### config.mk
export PLATFORM = sky130hd
export DESIGN_NAME = ofrs_cmd_fifo
export DESIGN_NICKNAME = d
export VERILOG_FILES = /design/src/hdl/ofrs_pkg.sv /design/src/hdl/ofrs_cmd_fifo.sv
export SDC_FILE = /design/constraint.sdc
export NUM_CORES = 1
export LEC_CHECK = 0
export ABC_CLOCK_PERIOD_IN_PS = 1900
export CAP_MARGIN = 5
export CORE_UTILIZATION = 62
export DETAILED_ROUTE_END_ITERATION = 8
export DONT_BUFFER_PORTS = 1
export HOLD_SLACK_MARGIN = 0.03
export PLACE_DENSITY = 0.78
export RECOVER_POWER = 100
export SYNTH_ARGS = -nofsm -noshare
export SYNTH_HDL_FRONTEND = slang
export SYNTH_SLANG_ARGS = --single-unit
export TNS_END_PERCENT = 5
### constraint.sdc
create_clock -name clock -period 1.9 [get_ports clock]
set_clock_uncertainty 0.1 [all_clocks]
set_input_delay 0.285 -clock clock [delete_from_list [all_inputs] [get_ports clock]]
set_output_delay 0.285 -clock clock [all_outputs]
set_load 0.01 [all_outputs]
### src/hdl/ofrs_pkg.sv
package ofrs_pkg;

   // widest frame word address over the supported geometry (16 pages of 32 words)
   localparam int MAX_ADDR_W = 9;
   localparam int INIT_LEN   = 23;

   localparam logic [7:0] CTRL_CMD   = 8'h00;
   localparam logic [7:0] CTRL_DATA  = 8'h40;
   localparam logic [7:0] PAGE_BASE  = 8'hB0;
   localparam logic [7:0] COL_LOW    = 8'h00;
   localparam logic [7:0] COL_HIGH   = 8'h10;
   localparam logic [7:0] INIT_LEN_B = 8'd2;
   localparam logic [7:0] PAGE_LEN_B = 8'd4;

   typedef enum logic [1:0] {
      REQ_TICK    = 2'd0,
      REQ_SET_PIX = 2'd1,
      REQ_CLEAR   = 2'd2,
      REQ_REFRESH = 2'd3
   } req_code_type;

   typedef enum logic [1:0] {
      MODE_IDLE   = 2'd0,
      MODE_INIT   = 2'd1,
      MODE_UPDATE = 2'd2
   } run_mode_type;

   typedef enum logic [2:0] {
      OP_INIT,
      OP_PAGE_CMD,
      OP_PAGE_DATA,
      OP_SET_PIXEL,
      OP_CLEAR,
      OP_ERROR
   } cmd_op_type;

   typedef enum logic [2:0] {
      B_IDLE,
      B_RMW,
      B_CLEAR,
      B_DATA
   } back_state_type;

   typedef struct packed {
      logic [1:0]         req_type;
      logic               bus_idle;
      logic signed [15:0] pixel_x;
      logic signed [15:0] pixel_y;
   } req_item_type;

   typedef struct packed {
      logic        xfer_first;
      logic [7:0]  ctrl_byte;
      logic [7:0]  xfer_len;
      logic [63:0] data_word;
      logic [3:0]  byte_count;
      logic        last;
      logic        param_error;
   } rsp_item_type;

   // index: init position, page number, or frame word address depending on op
   typedef struct packed {
      cmd_op_type              op;
      logic [MAX_ADDR_W-1:0]   index;
      logic [5:0]              bit_pos;
   } cmd_type;

   function automatic logic [7:0] init_byte(input logic [4:0] idx);
      logic [7:0] b;
      case (idx)
         5'd0:    b = 8'hAE;
         5'd1:    b = 8'hD5;
         5'd2:    b = 8'h80;
         5'd3:    b = 8'hA8;
         5'd4:    b = 8'h3F;
         5'd5:    b = 8'hD3;
         5'd6:    b = 8'h00;
         5'd7:    b = 8'h40;
         5'd8:    b = 8'hA1;
         5'd9:    b = 8'hC8;
         5'd10:   b = 8'hDA;
         5'd11:   b = 8'h12;
         5'd12:   b = 8'h81;
         5'd13:   b = 8'hCF;
         5'd14:   b = 8'hD9;
         5'd15:   b = 8'hF1;
         5'd16:   b = 8'hDB;
         5'd17:   b = 8'h30;
         5'd18:   b = 8'hA4;
         5'd19:   b = 8'hA6;
         5'd20:   b = 8'h8D;
         5'd21:   b = 8'h14;
         5'd22:   b = 8'hAF;
         default: b = 8'h00;
      endcase
      return b;
   endfunction

endpackage

### src/hdl/ofrs_cmd_fifo.sv
module ofrs_cmd_fifo (
   input  logic              clock,
   input  logic              reset,
   input  logic              push,
   input  ofrs_pkg::cmd_type push_data,
   output logic              full,
   input  logic              pop,
   output logic              q_valid,
   output ofrs_pkg::cmd_type q_data
);
   import ofrs_pkg::*;

   localparam int DEPTH = 4;
   localparam int PTRW  = $clog2(DEPTH);

   cmd_type          entry_ff [DEPTH];
   logic [PTRW-1:0]  wr_ptr_ff, wr_ptr_in;
   logic [PTRW-1:0]  rd_ptr_ff, rd_ptr_in;
   logic [PTRW:0]    count_ff, count_in;

   assign full    = (count_ff == (PTRW+1)'(DEPTH));
   assign q_valid = (count_ff != '0);
   assign q_data  = entry_ff[rd_ptr_ff];

   always_comb begin
      wr_ptr_in = push ? wr_ptr_ff + PTRW'(1) : wr_ptr_ff;
      rd_ptr_in = pop  ? rd_ptr_ff + PTRW'(1) : rd_ptr_ff;
      count_in  = count_ff + (PTRW+1)'(push) - (PTRW+1)'(pop);
   end

   always_ff @(posedge clock) begin
      if (push) entry_ff[wr_ptr_ff] <= push_data;
   end

   always_ff @(posedge clock) begin
      if (reset) begin
         wr_ptr_ff <= '0;
         rd_ptr_ff <= '0;
         count_ff  <= '0;
      end else begin
         wr_ptr_ff <= wr_ptr_in;
         rd_ptr_ff <= rd_ptr_in;
         count_ff  <= count_in;
      end
   end

endmodule

======== Word level (Yosys, flattened, before mapping) ========
Memories as Yosys holds them, arrays and structs flattened. A register that Yosys moved wholly into a read port is not among the register bits.
Cells that the tools add are included.
word-level totals
  RAM bits ................................ 72
  bits of input ports ..................... 22
  output and inout bits ................... 20
  memories ................................ 1
  register bits after elaboration ......... 7
  logic and storage cells ................. 14
cells by class
  $add $sub $neg .......................... 4
  reduce and logical (&&, ||, !) cells .... 1
  multiplexer cells ....................... 4
  equality and inequality tests ........... 1
memories
  memory    depth  bits a word  read ports  clocked after memory_dff  wr ports  line                 source
  entry_ff  4      18           1           1                         1         ofrs_cmd_fifo.sv:16  cmd_type entry_ff [DEPTH];
operators with widths
  cell                 count
  $add 2x1->2 const B  2
  $mux 2               2
  $add 3x1->3          1
  $eq 3x3->1 const B   1
  $reduce_bool 3->1    1
  $sub 3x1->3          1
  $mux 1               2

======== Logic depth before layout (Yosys ltp) ========
  depth after elaboration ................. 3
  depth in mapped cells ................... 7
  depth with buffers taken out ............ 7

======== Worst setup path after synthesis ========
Ideal clock, no wire load.
  kind .................................... reg-to-reg
  start point ............................. reg count_ff[0]
  end point ............................... reg count_ff[2]
  required time ........................... 1.690 ns
  cell stages (with the launch flop) ...... 8
  buffers on the path ..................... 0
  arrival time ............................ 1.544 ns
  setup slack ............................. 0.146 ns
  library setup time ...................... 0.110 ns
  period minus slack after synthesis ...... 1.754 ns
  cells stage by stage .................... dfxtp_1 > inv_1 > ha_1 > inv_1 > ha_1 > fa_1 > xor3_1 > nor2_1
between the ends
  cells in the longest elaborated chain, start to end .. 2
RTL lines
  what                    line                 source
  from (decl)             ofrs_cmd_fifo.sv:19  logic [PTRW:0] count_ff, count_in;
  from (signal assigned)  ofrs_cmd_fifo.sv:43  count_ff <= count_in;
  $add 3x1->3             ofrs_cmd_fifo.sv:28  count_in = count_ff + (PTRW+1)'(push) - (PTRW+1)'(pop);
  $sub 3x1->3             ofrs_cmd_fifo.sv:28
Every way passes these cells.
A chain may end at the register's enable or synchronous reset.

==> results by group <==
Setup path
  – Crit start category: register
  – CP endpoint kind: primary output
  – Arrival @ worst endpoint: 1.51 ns
  – CP max FO: 9
  – Slowest Stage Delay on Critical Path: around 0.58 ns
  – Stages on worst setup path: 2
  – Critical Path RT: between 1.5 and 2 ns
  – Slowest stage cell, crit path: mux4_2
  – Worst path bufs/invs: 1
  – Critical Path, Cell by Cell: buf_4 > mux4_2
  – Top Family by Delay on Critical Path: multiplexers
  – Setup slack, reg-to-reg: between 0.1 and 0.15 ns
  – Worst Path Class, Setup: register to primary output
  – Worst setup path endpoint: q_data[6]
  – Reg2reg start: wr_ptr_ff[0]
  – Worst Reg-to-Reg Cells: 5
  – R2R Path End: wr_ptr_ff[1]

STA
  – Least-Margin Pin Slew: a little under 0.6 ns
  – Count of pins over their slew limit: 0
  – Relative slew slack: about three fifths
  – Final setup vio count: 0
  – Max Freq: about 530 MHz
  – Clock period minus worst slack: ~1.9 ns
  – PnR worst setup slack: roughly 0.0066 ns
  – RSZ-0062 raised after global routing: true
  – Final hold violations: 0
  – Final Cycle Share: about 100%

Synthesis
  – Avg Inst Size Synth: about 23 sq um
  – Yosys reg bits: 81
  – Sequential area share after synthesis: between 70% and 80%
  – Synth cell types: 21
  – Yosys top cell area share: between 70% and 80%
  – Mapped Cells: between 100 and 150
  – Yosys warnings: 0
  – Yosys top cell by area: edfxtp_1
  – Simple logic cell fraction of the synthesized area: about 2.5%
  – Largest family of logic cells by synthesized area: multiplexers
  – Adder-cell share of the synthesized area: around 3%
  – Xor/xnor share of the synthesized area: 1.341%
  – Mapped Area: about 3100 sq um
  – Net Count, Synth: around 170
  – Compound-gate portion of the synthesized area: 0.4876%
  – Multiplexer area fraction after synthesis: between 10% and 20%
  – Synth area leaders: edfxtp_1 (70%), mux4_2 (7.3%), mux4_1 (6.8%)

Global route
  – Pin count of the biggest net entering global routing: 19
  – First-pass GRT wire length: 7500 um
  – GRT overflow: 0
  – Total GRT Usage: 20.83%
  – Number of global-route vias before repair: about 1,500
  – Initial antenna violation count: 0

Layout
  – Fin area: 3543 sq um
  – Fillers: between 300 and 400
  – Area grow syn2layout: 15.08%
  – Leading cell type in the layout, fill and taps excluded: edfxtp_1
  – Final Util: between 70% and 80%
  – Fin nets: around 200
  – Layout cells sized above 1: between 20% and 30%
  – N_diodes: 0
  – Most frequent cells in the layout: edfxtp_1 (72), dlygate4sd3_1 (22), mux4_2 (18)

Floorplan
  – Initial Utilization: 64.76%
  – Die ar.: between 5000 and 6000 sq um
  – Die W: 72.48 um
  – Core Area: about 4800 sq um
  – I/O pin count: 42
  – Die Span Y: 72.48 um
  – Row count: 25

Place
  – HPWL after DPL: between 3000 and 4000 um
  – Post-placement cell area: roughly 3200 sq um
  – Placement Setup Slack: between 0.05 and 0.06 ns
  – GPL Wtd Cong: around 0.58
  – Port bufs: 0

CTS
  – Postcts setup bufs: 0
  – CTS tree: done
  – Clock buffer depth: 2
  – CTS H-tree lvls: 3
  – Worst-Skew Late Latency: approximately 0.33 ns
  – CTS Sinks: roughly 80
  – Root Buffer: clkbuf_8
  – TritonCTS Buffers: 9
  – CTS clk-pin slew, worst paths: ~0.070 ns

Pwr
  – Pwr dens: slightly above 1000 nW/um^2
  – Leak: between 1 and 1.5 nW
  – Maximum vdd drop: 731.5 uV

Detailed routing
  – Remaining antenna violation count: 0
  – Routed met3 length: approximately 320 um
  – M1 wire length: 1924 um
  – Total number of vias: around 1,400
  – WL met2: around 2500 um
  – Post-Route WL: 4845 um
  – Top Layer Used: met4
  – WL/cell: 19.86 um
  – Iteration-0 DRC count of the detailed router: 74
  – Vias per cell: approximately 5.7
  – Initial DRT Pass Iterations: 4
  – # DRC: 0

Run
  – Max-cap violations: 0

Min path
  – HP Class: input pin to register

Run status
  – Status: completed
## worst min-delay path by stage
stage / cells past startpoint / endpoint / slack [ns] / start
after floorplan: 1 / count_ff[0] / 0.26 / reset
after global placement: 1 / count_ff[2] / 0.26 / reset
after detailed placement: 1 / count_ff[1] / 0.26 / reset
after CTS: 2 / rd_ptr_ff[1] / 0.04 / pop
after global routing: 2 / register / 0.04 / pop
final: 2 / rd_ptr_ff[1] / 0.05 / pop
## timing repair
action,4_1_cts,5_1_grt
hold endpoints to repair,81,0
hold buffers,22,0
pin swaps,0,1
resized for setup,2,9
setup endpoints to repair,10,55
gates cloned,0,0
## report_power, final
part,internal (mW),total [mW],leakage [nW],switching (mW)
Clock,0.606,1.18,0.0933,0.575
Sequential,2.04,2.08,0.736,0.0373
Combinational,0.205,0.412,0.348,0.207
## metrics by stage
| step | setup TNS [ns] | instances | total power [mW] | hold WS (ns) |
|---|---|---|---|---|
| CTS | -0.1864 | 244 | 3.682 | 0.04097 |
| finish | 0 | 244 | 3.673 | 0.05280 |
| detailed placement | 0 | 206 | 2.478 | 0.2603 |
| floorplan | 0 | 136 | 2.406 | 0.2566 |
| global route | -0.5199 | 244 | 3.803 | 0.04499 |
| global placement | 0 | 206 | 2.451 | 0.2583 |
## per-layer routing
metal / vias up / global-route usage, %
li1: 613 / -
met1: 704 / 25.95
met2: 57 / 34.06
met3: 7 / 6.111
met4: 0 / 9.804
met5: - / 0
## area by class of cell
cell class	instances	area, sq um	share of cell area (%)
clock buffers	11	131.4	3.708
multi-input cells	45	645.6	18.22
repair buffers	29	261.5	7.380
flip-flops and latches	81	2342	66.10
clock inverters	5	56.30	1.589
well taps	67	83.83	2.366
inverters	6	22.52	0.6356
## logic make-up (layout without fill, tap and decap cells)
kind of cell             after synthesis  count (layout)
AO/OA/AOI/OAI                          2               2
XOR/XNOR                               3               3
adder cells (fa/ha/maj)                7               7
buffers and inverters                 10              51
flip-flops                            81              81
multiplexers                          19              19
AND/OR/NAND/NOR                       14              14
## sequential cells by signal, summed over array words and instances, names as in the netlist, named ones only
signal     count
entry_ff      72
wr_ptr_ff      2
count_ff       3
rd_ptr_ff      2
## cells in the mapped netlist, drive strengths merged
cell type / number
edfxtp: 72
mux4: 18
dfxtp: 9
ha: 6
inv: 6
nor2: 5
and2: 4
buf: 4
nor2b: 2
xnor2: 2
a21bo: 1
a21oi: 1
and3: 1
fa: 1
mux2i: 1
nand3b: 1
or3: 1
xor3: 1
(Power assumes the default switching activity.)
