### src/hdl/ofrs_pkg.sv
package ofrs_pkg;

   // widest frame word address over the supported geometry (16 pages of 32 words)
   localparam int MAX_ADDR_W = 9;
   localparam int INIT_LEN   = 23;

   localparam logic [7:0] CTRL_CMD   = 8'h00;
   localparam logic [7:0] CTRL_DATA  = 8'h40;
   localparam logic [7:0] PAGE_BASE  = 8'hB0;
   localparam logic [7:0] COL_LOW    = 8'h00;
   localparam logic [7:0] COL_HIGH   = 8'h10;
   localparam logic [7:0] INIT_LEN_B = 8'd2;
   localparam logic [7:0] PAGE_LEN_B = 8'd4;

   typedef enum logic [1:0] {
      REQ_TICK    = 2'd0,
      REQ_SET_PIX = 2'd1,
      REQ_CLEAR   = 2'd2,
      REQ_REFRESH = 2'd3
   } req_code_type;

   typedef enum logic [1:0] {
      MODE_IDLE   = 2'd0,
      MODE_INIT   = 2'd1,
      MODE_UPDATE = 2'd2
   } run_mode_type;

   typedef enum logic [2:0] {
      OP_INIT,
      OP_PAGE_CMD,
      OP_PAGE_DATA,
      OP_SET_PIXEL,
      OP_CLEAR,
      OP_ERROR
   } cmd_op_type;

   typedef enum logic [2:0] {
      B_IDLE,
      B_RMW,
      B_CLEAR,
      B_DATA
   } back_state_type;

   typedef struct packed {
      logic [1:0]         req_type;
      logic               bus_idle;
      logic signed [15:0] pixel_x;
      logic signed [15:0] pixel_y;
   } req_item_type;

   typedef struct packed {
      logic        xfer_first;
      logic [7:0]  ctrl_byte;
      logic [7:0]  xfer_len;
      logic [63:0] data_word;
      logic [3:0]  byte_count;
      logic        last;
      logic        param_error;
   } rsp_item_type;

   // index: init position, page number, or frame word address depending on op
   typedef struct packed {
      cmd_op_type              op;
      logic [MAX_ADDR_W-1:0]   index;
      logic [5:0]              bit_pos;
   } cmd_type;

   function automatic logic [7:0] init_byte(input logic [4:0] idx);
      logic [7:0] b;
      case (idx)
         5'd0:    b = 8'hAE;
         5'd1:    b = 8'hD5;
         5'd2:    b = 8'h80;
         5'd3:    b = 8'hA8;
         5'd4:    b = 8'h3F;
         5'd5:    b = 8'hD3;
         5'd6:    b = 8'h00;
         5'd7:    b = 8'h40;
         5'd8:    b = 8'hA1;
         5'd9:    b = 8'hC8;
         5'd10:   b = 8'hDA;
         5'd11:   b = 8'h12;
         5'd12:   b = 8'h81;
         5'd13:   b = 8'hCF;
         5'd14:   b = 8'hD9;
         5'd15:   b = 8'hF1;
         5'd16:   b = 8'hDB;
         5'd17:   b = 8'h30;
         5'd18:   b = 8'hA4;
         5'd19:   b = 8'hA6;
         5'd20:   b = 8'h8D;
         5'd21:   b = 8'h14;
         5'd22:   b = 8'hAF;
         default: b = 8'h00;
      endcase
      return b;
   endfunction

endpackage

### src/hdl/ofrs_front.sv
module ofrs_front #(
   parameter int WIDTH  = 128,
   parameter int PAGES  = 8,
   parameter int HEIGHT = 64
) (
   input  logic                  clock,
   input  logic                  reset,
   input  logic                  accept,
   input  ofrs_pkg::req_item_type req_data,
   output logic                  cmd_push,
   output ofrs_pkg::cmd_type     cmd_data
);
   import ofrs_pkg::*;

   localparam int NW = (WIDTH + 7) / 8;
   localparam int PW = (PAGES > 1) ? $clog2(PAGES) : 1;

   run_mode_type mode_ff, mode_in;
   logic [4:0]    init_pos_ff, init_pos_in;
   logic [PW-1:0] page_pos_ff, page_pos_in;
   logic          phase_ff, phase_in;
   logic          pending_ff, pending_in;

   logic                  tick;
   logic                  coord_ok;
   logic [3:0]            y_page;
   logic [MAX_ADDR_W-1:0] page_ext, word_ext, pix_addr, base_addr;

   assign tick = accept && (req_data.req_type == REQ_TICK) && req_data.bus_idle;

   assign coord_ok = !req_data.pixel_x[15] && !req_data.pixel_y[15]
                     && (int'(req_data.pixel_x) < WIDTH)
                     && (int'(req_data.pixel_y) < HEIGHT);
   assign y_page   = req_data.pixel_y[6:3];
   assign page_ext = MAX_ADDR_W'(y_page);
   assign word_ext = MAX_ADDR_W'(req_data.pixel_x[7:3]);
   assign pix_addr = MAX_ADDR_W'(page_ext * MAX_ADDR_W'(NW) + word_ext);
   assign base_addr = MAX_ADDR_W'(MAX_ADDR_W'(page_pos_ff) * MAX_ADDR_W'(NW));

   // run mode
   always_comb begin
      mode_in = mode_ff;
      if (tick) begin
         unique case (mode_ff)
            MODE_IDLE:   mode_in = MODE_INIT;
            MODE_INIT:   if (int'(init_pos_ff) >= INIT_LEN) mode_in = MODE_UPDATE;
            MODE_UPDATE: mode_in = MODE_UPDATE;
            default:     mode_in = MODE_IDLE;
         endcase
      end
   end

   always_comb begin
      init_pos_in = init_pos_ff;
      page_pos_in = page_pos_ff;
      phase_in    = phase_ff;
      pending_in  = pending_ff;
      cmd_push    = 1'b0;
      cmd_data    = '{op: OP_CLEAR, index: '0, bit_pos: '0};
      if (accept) begin
         unique case (req_data.req_type)
            REQ_TICK: begin
               if (req_data.bus_idle) begin
                  unique case (mode_ff)
                     MODE_IDLE: init_pos_in = '0;
                     MODE_INIT: begin
                        if (int'(init_pos_ff) < INIT_LEN) begin
                           cmd_push       = 1'b1;
                           cmd_data.op    = OP_INIT;
                           cmd_data.index = MAX_ADDR_W'(init_pos_ff);
                           init_pos_in    = init_pos_ff + 5'd1;
                        end else begin
                           page_pos_in = '0;
                           phase_in    = 1'b0;
                           pending_in  = 1'b1;
                        end
                     end
                     MODE_UPDATE: begin
                        if (pending_ff) begin
                           cmd_push = 1'b1;
                           if (!phase_ff) begin
                              cmd_data.op    = OP_PAGE_CMD;
                              cmd_data.index = MAX_ADDR_W'(page_pos_ff);
                              phase_in       = 1'b1;
                           end else begin
                              cmd_data.op    = OP_PAGE_DATA;
                              cmd_data.index = base_addr;
                              phase_in       = 1'b0;
                              if (page_pos_ff == PW'(PAGES - 1)) begin
                                 page_pos_in = '0;
                                 pending_in  = 1'b0;
                              end else begin
                                 page_pos_in = page_pos_ff + PW'(1);
                              end
                           end
                        end
                     end
                     default: ;
                  endcase
               end
            end
            REQ_SET_PIX: begin
               if (!coord_ok) begin
                  cmd_push    = 1'b1;
                  cmd_data.op = OP_ERROR;
               end else if (int'(y_page) < PAGES) begin
                  cmd_push         = 1'b1;
                  cmd_data.op      = OP_SET_PIXEL;
                  cmd_data.index   = pix_addr;
                  cmd_data.bit_pos = {req_data.pixel_x[2:0], req_data.pixel_y[2:0]};
               end
            end
            REQ_CLEAR: begin
               cmd_push    = 1'b1;
               cmd_data.op = OP_CLEAR;
            end
            REQ_REFRESH: begin
               pending_in  = 1'b1;
               page_pos_in = '0;
               phase_in    = 1'b0;
            end
            default: ;
         endcase
      end
   end

   always_ff @(posedge clock) begin
      if (reset) begin
         mode_ff     <= MODE_IDLE;
         init_pos_ff <= '0;
         page_pos_ff <= '0;
         phase_ff    <= 1'b0;
         pending_ff  <= 1'b0;
      end else begin
         mode_ff     <= mode_in;
         init_pos_ff <= init_pos_in;
         page_pos_ff <= page_pos_in;
         phase_ff    <= phase_in;
         pending_ff  <= pending_in;
      end
   end

endmodule

### config.mk
export PLATFORM = sky130hd
export DESIGN_NAME = ofrs_front
export DESIGN_NICKNAME = d
export VERILOG_FILES = /design/src/hdl/ofrs_pkg.sv /design/src/hdl/ofrs_front.sv
export SDC_FILE = /design/constraint.sdc
export NUM_CORES = 1
export LEC_CHECK = 0
export ABC_AREA = 1
export BUFFER_PORTS_ARGS = -buffer_cell sky130_fd_sc_hd__buf_4
export CAP_MARGIN = 5
export CORE_UTILIZATION = 47
export DETAILED_ROUTE_END_ITERATION = 16
export GPL_ROUTABILITY_DRIVEN = 0
export PLACE_DENSITY_LB_ADDON = 0.2
export SLEW_MARGIN = 20
export SYNTH_ARGS = -nofsm -noshare
export SYNTH_HDL_FRONTEND = slang
export SYNTH_SLANG_ARGS = --single-unit
### constraint.sdc
create_clock -name clock -period 1.48 [get_ports clock]
set_input_delay 0.148 -clock clock [delete_from_list [all_inputs] [get_ports clock]]
set_output_delay 0.148 -clock clock [all_outputs]
set_load 0.05 [all_outputs]
==> impl_metrics.csv, run 1 <==
group,metric,value,unit
logic_synthesis,netlist_instances,222,
logic_synthesis,synth_area,1280,sq um
clocking,clock_path_buffers,2,
place,io_buffers,55,
global_route,gr-usage-all-layers,78.1,%
logic_synthesis,ys_ff_latch,12,
sta,grt_worst_setup_endpoint,"cmd_data[17]",
clocking,htreeDepth,1,
logic_synthesis,synth_nets,273,
floorplan,initial_core_util,50.9,%
logic_synthesis,synth-compound-area-share,9.54,%
logic_synthesis,post_synth.cell_area_avg,5.79,sq um
status,error,"[ERROR GRT-0232] Routing congestion too high. Check the congestion heatmap in the GUI.",
logic_synthesis,synthSimpleGateAreaFrac,44.4,%
logic_synthesis,synth-xor-area-share,0.682,%
floorplan,die_y,54.3,um
status,haltStage,"global routing",
logic_synthesis,synth.distinct_cells,25,
floorplan,num_rows,18,
status,outcome,"did not finish",
place,dp_hpwl,3.35,mm
logic_synthesis,synth.area.mux_share,0,%
global_route,overflow,90,
logic_synthesis,synth_fa_ha_area_share,12.7,%
floorplan,die_w,54.3,um
place,place_area,2080,sq um
clocking,cts.sinks,12,
clocking,cts-buffers-inserted,3,
logic_synthesis,synth_top_family_by_area,"simple AND/OR/NAND/NOR gates",
logic_synthesis,synth_warnings,0,
clocking,cts_root_buf,"clkbuf_4",
global_route,grt_max_degree,9,
sta,worst-ep-kind,"top-level output",
floorplan,io_pins,57,
logic_synthesis,ys_seq_area_share,18.7,%
## Yosys cell counts
cell type,number,area [sq um]
a211oi_1,1,7.51
a21oi_1,12,60.1
a31oi_1,1,6.26
buf_4,2,15.0
clkbuf_1,1,3.75
conb_1,1,3.75
dfxtp_1,12,240
ha_1,13,163
inv_1,41,154
inv_2,1,3.75
nand2_1,39,146
nand2_2,2,12.5
nand3_1,20,100
nand3_2,2,20.0
nand4_1,10,62.6
nor2_1,48,180
nor2_2,2,12.5
nor2_4,1,11.3
nor3_1,3,15.0
nor3_2,1,10.0
o211ai_1,1,7.51
o21ai_0,5,25.0
o21ai_2,1,8.76
o21bai_1,1,7.51
xor2_1,1,8.76
## repair_timing
action,in CTS
hold endpoints to repair,0
pin swaps,20
setup endpoints to repair,21
gates resized for setup,42
hold buffers,0
setup buffers,5
## per-layer routing
layer	track usage (%)	GRT overflow
met1	70.4	0
met3	45.6	1
met5	14.6	0
met2	110	64
met4	94.9	25
## per-stage QoR
stage,instances,util (%),hold WS (ns),TNS [ns],setup slack (ns)
2_1_floorplan,222,-,0.217,-1.40,-0.151
3_3_place_gp,328,82.4,0.364,-0.947,-0.0868
3_5_place_dp,328,82.4,0.366,-1.48,-0.117
4_1_cts,336,90.9,0.0656,-4.03,-0.374
## cell families after synthesis
| group | after synthesis |
|---|---|
| buf+inv | 45 |
| xor+xnor | 1 |
| simple gates | 128 |
| flops | 12 |
| other cells | 1 |
| fa+ha+maj | 13 |
| compound gates | 22 |
==> inputs of run 2 (changes only) <==
--- a/config.mk
+++ b/config.mk
@@ -8,10 +8,11 @@
 export ABC_AREA = 1
 export BUFFER_PORTS_ARGS = -buffer_cell sky130_fd_sc_hd__buf_4
 export CAP_MARGIN = 5
-export CORE_UTILIZATION = 47
+export CORE_AREA = 2 2 63 65
 export DETAILED_ROUTE_END_ITERATION = 16
+export DIE_AREA = 0 0 65 67
 export GPL_ROUTABILITY_DRIVEN = 0
-export PLACE_DENSITY_LB_ADDON = 0.2
+export PLACE_DENSITY_LB_ADDON = 0.15
 export SLEW_MARGIN = 20
 export SYNTH_ARGS = -nofsm -noshare
 export SYNTH_HDL_FRONTEND = slang
==> run 2 against run 1 <==
Against the previous run:
- the flow now finishes, with violations (negative setup slack)
- synthesized cell count stayed put
- synthesized area did not move
==> impl_metrics.csv, run 2 <==
group,metric,value,unit
floorplan,design.core.area,3610,sq um
place,dp_hpwl,3.22,mm
power_and_ir_drop,irDropWorstVdd,0.343,mV
critical_path,cp.buffers_inverters,4,
detailed_routing,wl_per_cell,13.0,um
critical_path,slowest_stage,"dfxtp_4",
sta,timing.final.ws_setup,-0.391,ns
status,outcome,"complete, but fails checks",
logic_synthesis,synth_warnings,0,
critical_path,cp-end-kind,"output port",
floorplan,io_pins,57,
logic_synthesis,yosys.area.top_type_share,18.7,%
logic_synthesis,netlist_instances,222,
layout,reg.largest.list,"init_pos_ff (5), page_pos_ff (3), mode_ff (2)",
clocking,cts.sinks,12,
critical_path,reg2reg_from,"mode_ff[1]",
clocking,htreeDepth,1,
critical_path,path_class,"reg2out",
logic_synthesis,ys_ff_latch,12,
layout,final_common_cell,"buf_4",
global_route,grt_max_degree,9,
detailed_routing,ant_nets,0,
layout,largest_reg_flops,5,
clocking,clock_path_buffers,2,
global_route,grt_pass1_vias,1613,
critical_path,path_cells,"inv_4 -> buf_4 -> buf_6 -> ha_4 -> nand3_4 -> nand4_1 -> nand2_1 -> o211ai_1 -> buf_4",
layout,drive_gt1_share,56.3,%
layout,antenna_cells,0,
sta,layout_min_cycle_time,1.87,ns
sta,setup_viol,30,
detailed_routing,first_pass_iters,4,
critical_path,arrival,1.72,ns
clocking,cts_root_buf,"clkbuf_8",
logic_synthesis,ys_seq_area_share,18.7,%
floorplan,num_rows,22,
global_route,grt_pass1_wl,7.13,mm
sta,fin_skew,0.00667,ns
detailed_routing,initialDrtViolationCount,34,
status,violations,"negative setup slack",
logic_synthesis,async_flop_share,0,%
logic_synthesis,synth_edf_count,0,
critical_path,path_max_fanout,7,
sta,max_freq,0.534,GHz
floorplan,die_w,65,um
clocking,cts-buffers-inserted,3,
critical_path,path_delay_family,"buffers and inverters",
sta,fin_crit_sh,126,%
layout,most-common-layout-cells,"64 x buf_4, 32 x inv_1, 26 x buf_6, 25 x nand2_1, 23 x nor2_1",
flow_run,cap_violations,0,
min_path,hp-class,"in2reg",
logic_synthesis,synth.largest_area_cell,"dfxtp_1",
place,pre_cts_ws,-0.136,ns
clocking,clk_pin_slew,0.06,ns
critical_path,max_stage_delay,0.36,ns
floorplan,initial_core_util,35.6,%
clocking,cts_tree,"yes",
logic_synthesis,synth_nets,273,
detailed_routing,routed_via_density,4.72,
critical_path,cp_common_cell,"buf_4",
global_route,antenna_found_initial,0,
global_route,overflow,0,
global_route,gr-usage-all-layers,21.2,%
layout,finalCoreUtilization,73.8,%
detailed_routing,drc,0,
logic_synthesis,synthTopCellsByCount,"48 x nor2_1, 41 x inv_1, 39 x nand2_1, 20 x nand3_1, 13 x ha_1",
detailed_routing,vias,1719,
floorplan,die_y,67,um
sta,finalHoldViolCount,0,
critical_path,crit_start,"mode_ff[1]",
power_and_ir_drop,power_density,401,nW/um^2
layout,top_register,"init_pos_ff",
layout,nets,369,
logic_synthesis,ys.flop_type,"dfxtp_1",
floorplan,die_area,4360,sq um
logic_synthesis,post_synth.cell_area_avg,5.79,sq um
sta,grt_setup_unrepaired,"yes",
clocking,clock_latency,0.25,ns
power_and_ir_drop,p_leak,1.18,nW
layout,area_growth,107,%
logic_synthesis,synth_most_common_cell,"nor2_1",
logic_synthesis,synth.area.top_cells,"dfxtp_1 19%, nor2_1 14%, ha_1 13%",
critical_path,worst_ep_required_time,1.33,ns
detailed_routing,drt-total-wl,4.73,mm
sta,slew_viol_final,0,
logic_synthesis,synth.distinct_cells,25,
place,io_buffers,55,
critical_path,cp-start-kind,"flop",
min_path,hp-start,"reset",
logic_synthesis,synth_area,1280,sq um
run 2: cell counts after synthesis:
No cell type changed its count.
run 2: routing by layer:
layer / up-vias / wire (um) / global-route usage (%) / share of wire [%]
met5: - / 0 / 0 / 0
met1: 759 / 2030 / 26.1 / 43
met2: 59 / 2340 / 36.5 / 49
met4: 0 / 78 / 8.24 / 1.7
met3: 6 / 279 / 3.72 / 5.9
li1: 895 / - / - / -
run 2: repair_timing:
item | 4_1_cts | 5_1_grt
pin swaps | 11 | 31
setup endpoints to repair | 25 | 30
setup buffers | 6 | 7
gates resized for setup | 42 | 74
hold buffers | 0 | 0
run 2: where the power goes:
group          total (W)  switching, W  internal, W
logic           0.000412      0.000212     0.000200
registers       0.000347     0.0000122     0.000335
clock network   0.000308      0.000128     0.000180
run 2: per-stage QoR:
| stage | hold WS (ns) | TNS, ns | power (W) | instance area [sq um] | cells |
|---|---|---|---|---|---|
| floorplan | 0.217 | -1.40 | 0.000519 | 1470 | 222 |
| detailed placement | 0.372 | -1.76 | 0.000672 | 2120 | 350 |
| CTS | 0.114 | -3.49 | 0.00100 | 2340 | 359 |
| finish | 0.115 | -4.49 | 0.00107 | 2660 | 364 |
| global placement | 0.371 | -1.11 | 0.000668 | 2120 | 350 |
| global route | 0.126 | -6.66 | 0.00113 | 2660 | 364 |
run 2: layout make-up:
class | count | area [sq um]
sequential | 12 | 245
multi-input combinational | 165 | 1310
timing repair buffer | 94 | 833
inverter | 42 | 176
fill | 279 | 945
clock buffer | 3 | 41.3
tap | 48 | 60.1
run 2: logic make-up after synthesis:
logic type | after synthesis | synth area share [%]
xor+xnor | 1 | 0.682
simple gates | 128 | 44.4
other cells | 1 | 0.292
buf+inv | 45 | 13.7
fa+ha+maj | 13 | 12.7
flops | 12 | 18.7
compound gates | 22 | 9.54
run 2: final timing paths:
check	depth (start not counted)	endpoint	slack [ns]
setup / recovery	9	cmd_data[17]	-0.39
hold / removal	2	phase_ff	0.11
setup reg to reg	12	page_pos_ff[0]	-0.09
hold reg to reg	2	mode_ff[1]	0.51
Note: power is estimated with default switching activity, not from simulation.
==> inputs of run 3 (changes only) <==
--- a/config.mk
+++ b/config.mk
@@ -5,7 +5,7 @@
 export SDC_FILE = /design/constraint.sdc
 export NUM_CORES = 1
 export LEC_CHECK = 0
-export ABC_AREA = 1
+export ABC_AREA = 0
 export BUFFER_PORTS_ARGS = -buffer_cell sky130_fd_sc_hd__buf_4
 export CAP_MARGIN = 5
 export CORE_AREA = 2 2 63 65
==> run 3 against run 2 <==
Against the previous run:
- the flow still finishes with violations (negative setup slack)
- wire length grew 6.1%
- largest cell class unchanged
- synthesized area shrank 2.3%
- cell area shrank 4.1%
==> impl_metrics.csv, run 3 <==
group,metric,value,unit
power_and_ir_drop,power_density,392,nW/um^2
global_route,overflow,0,
logic_synthesis,synthSimpleGateAreaFrac,34.1,%
sta,setup_viol,23,
detailed_routing,routed_via_density,5.46,
power_and_ir_drop,p_int,0.000719,W
detailed_routing,wl_met1,1.86,mm
critical_path,arrival,1.86,ns
critical_path,cp-end-kind,"output port",
logic_synthesis,synth_edf_count,0,
floorplan,io_pins,57,
logic_synthesis,ys_ff_latch,12,
logic_synthesis,synth_most_common_cell,"nand2_1",
detailed_routing,top_layer,"met4",
power_and_ir_drop,p_seq_share,32.9,%
sta,finalHoldViolCount,0,
power_and_ir_drop,p_clk_share,36.7,%
sta,fin_skew,0.00433,ns
logic_synthesis,synth_area,1250,sq um
logic_synthesis,async_flop_share,0,%
global_route,grt_pass1_vias,1685,
power_and_ir_drop,combPwrFrac,30.4,%
clocking,cts.sinks,12,
layout,final_common_cell,"buf_4",
floorplan,initial_core_util,34.8,%
status,violations,"negative setup slack",
power_and_ir_drop,p_sw_share,28.2,%
critical_path,slowest_stage,"a221o_2",
place,io_buffers,55,
sta,fin_crit_sh,136,%
layout,final_cell_area,2550,sq um
sta,grt_setup_unrepaired,"yes",
clocking,htreeDepth,1,
detailed_routing,initialDrtViolationCount,117,
detailed_routing,wl_per_cell,16.5,um
power_and_ir_drop,p_sw,0.000282,W
critical_path,worst_ep_required_time,1.33,ns
detailed_routing,ant_nets,0,
logic_synthesis,synth-xor-area-share,1.40,%
floorplan,design.core.area,3610,sq um
layout,drive_gt1_share,63.7,%
power_and_ir_drop,p_leak,1.02,nW
layout,top_register,"init_pos_ff",
clocking,clock_path_buffers,2,
floorplan,die_area,4360,sq um
logic_synthesis,synthTopCellsByCount,"19 x nand2_1, 13 x ha_1, 12 x and3_1, 12 x dfxtp_1",
clocking,cts_root_buf,"clkbuf_8",
logic_synthesis,synth.largest_area_cell,"dfxtp_1",
place,pre_cts_ws,-0.543,ns
clocking,clock_latency,0.24,ns
layout,nets,308,
min_path,hp-class,"in2reg",
status,outcome,"complete, but fails checks",
layout,antenna_cells,0,
critical_path,max_stage_delay,0.39,ns
detailed_routing,wl_met3,103,um
clocking,cts-buffers-inserted,3,
logic_synthesis,synth.area.mux_share,3.19,%
sta,timing.final.ws_setup,-0.530,ns
logic_synthesis,synth_fa_ha_area_share,13.0,%
logic_synthesis,post_synth.cell_area_avg,7.38,sq um
critical_path,path_max_fanout,4,
critical_path,path_cells,"buf_6 -> ha_4 -> and3_4 -> a211o_1 -> a221o_2 -> buf_8",
global_route,gr-usage-all-layers,23.6,%
layout,area_growth,103,%
sta,hold_ws,0.176,ns
logic_synthesis,synth_nets,221,
logic_synthesis,synth_top_family_by_area,"simple AND/OR/NAND/NOR gates",
logic_synthesis,synth-compound-area-share,21.1,%
global_route,grt_max_degree,15,
logic_synthesis,yosys.area.top_type_share,19.1,%
global_route,grt_pass1_wl,7.88,mm
critical_path,cp-start-kind,"flop",
detailed_routing,drt-total-wl,5.01,mm
power_and_ir_drop,irDropWorstVdd,0.383,mV
floorplan,die_w,65,um
layout,largest_reg_flops,5,
detailed_routing,first_pass_iters,4,
detailed_routing,drc,0,
layout,most-common-layout-cells,"69 x buf_4, 14 x buf_6, 11 x nand2_1, 11 x buf_8",
floorplan,die_y,67,um
place,place_area,2190,sq um
clocking,clk_pin_slew,0.06,ns
place,dp_hpwl,3.70,mm
detailed_routing,vias,1661,
logic_synthesis,ys.flop_type,"dfxtp_1",
clocking,postCtsHoldBufs,0,
sta,max_freq,0.498,GHz
flow_run,cap_violations,0,
sta,tns,-8.45,ns
logic_synthesis,synth.area.top_cells,"dfxtp_1 19%, ha_1 13%, and3_1 6.0%",
logic_synthesis,synth.distinct_cells,41,
detailed_routing,wl_met2,3.03,mm
sta,layout_min_cycle_time,2.01,ns
logic_synthesis,ys_seq_area_share,19.1,%
sta,slew_viol_final,0,
global_route,antenna_found_initial,0,
critical_path,path_class,"reg2out",
layout,reg.largest.list,"init_pos_ff (5), page_pos_ff (3), mode_ff (2)",
floorplan,num_rows,22,
logic_synthesis,synth_warnings,0,
clocking,cts_tree,"yes",
logic_synthesis,netlist_instances,170,
==> run 3: kinds of logic (layout without fill, tap and decap cells) <==
group                      after synthesis  count (layout)
AOI/OAI and AO/OA                       38              38
and+or+nand+nor                         76              76
DFF                                     12              12
other                                    1               1
muxes                                    4               4
adders and majority gates               13              13
buffers and inverters                   24             110
xor gates and xnor gates                 2               2
==> run 3: repair_timing <==
item / CTS / global route
setup buffers: 3 / 1
gates resized for setup: 49 / 26
setup endpoints to repair: 23 / 30
cloned: 0 / 0
pin swaps: 12 / 23
==> run 3: worst paths after layout <==
check / from / end / slack (ns) / cells after the start
max: mode_ff[0] / cmd_data[17] / -0.53 / 6
min: reset / init_pos_ff[0] / 0.18 / 2
min reg2reg: mode_ff[0] / mode_ff[0] / 0.53 / 2
max reg2reg: mode_ff[1] / page_pos_ff[1] / -0.21 / 6
==> run 3: layer usage <==
metal / GRT usage (%) / vias up
li1: - / 802
met1: 25.9 / 829
met2: 47.7 / 28
met3: 3.04 / 2
met4: 4.52 / 0
met5: 0 / -
==> run 3: area by class of cell <==
type	instances	area (sq um)
Fill cell	274	1050
Inverter	11	46.3
Tap cell	48	60.1
Timing Repair Buffer	95	861
Clock buffer	4	55.1
Sequential cell	12	245
Multi-Input combinational cell	134	1280
==> run 3: worst max-delay path: cells and delay by family (launching register included) <==
family	cells	cell delay, ns
DFF	1	0.36
AOI/OAI and AO/OA	2	0.65
adders and majority gates	1	0.16
and+or+nand+nor	1	0.17
buffers and inverters	2	0.27
==> run 3: power by group through the flow <==
stage	sequential (W)	clock [W]	combinational, W
after CTS	0.000331	0.000376	0.000287
after floorplan	0.000337	0	0.000123
after detailed placement	0.000337	0	0.000269
after global routing	0.000330	0.000387	0.000325
after global placement	0.000337	0	0.000260
final	0.000330	0.000367	0.000304
==> run 3: per-stage QoR <==
stage	instances	total power (W)	util [%]
finish	304	0.00100	70.8
CTS	304	0.000994	68.2
detailed placement	297	0.000606	60.6
global route	304	0.00104	70.8
global placement	297	0.000597	60.6
floorplan	170	0.000460	-
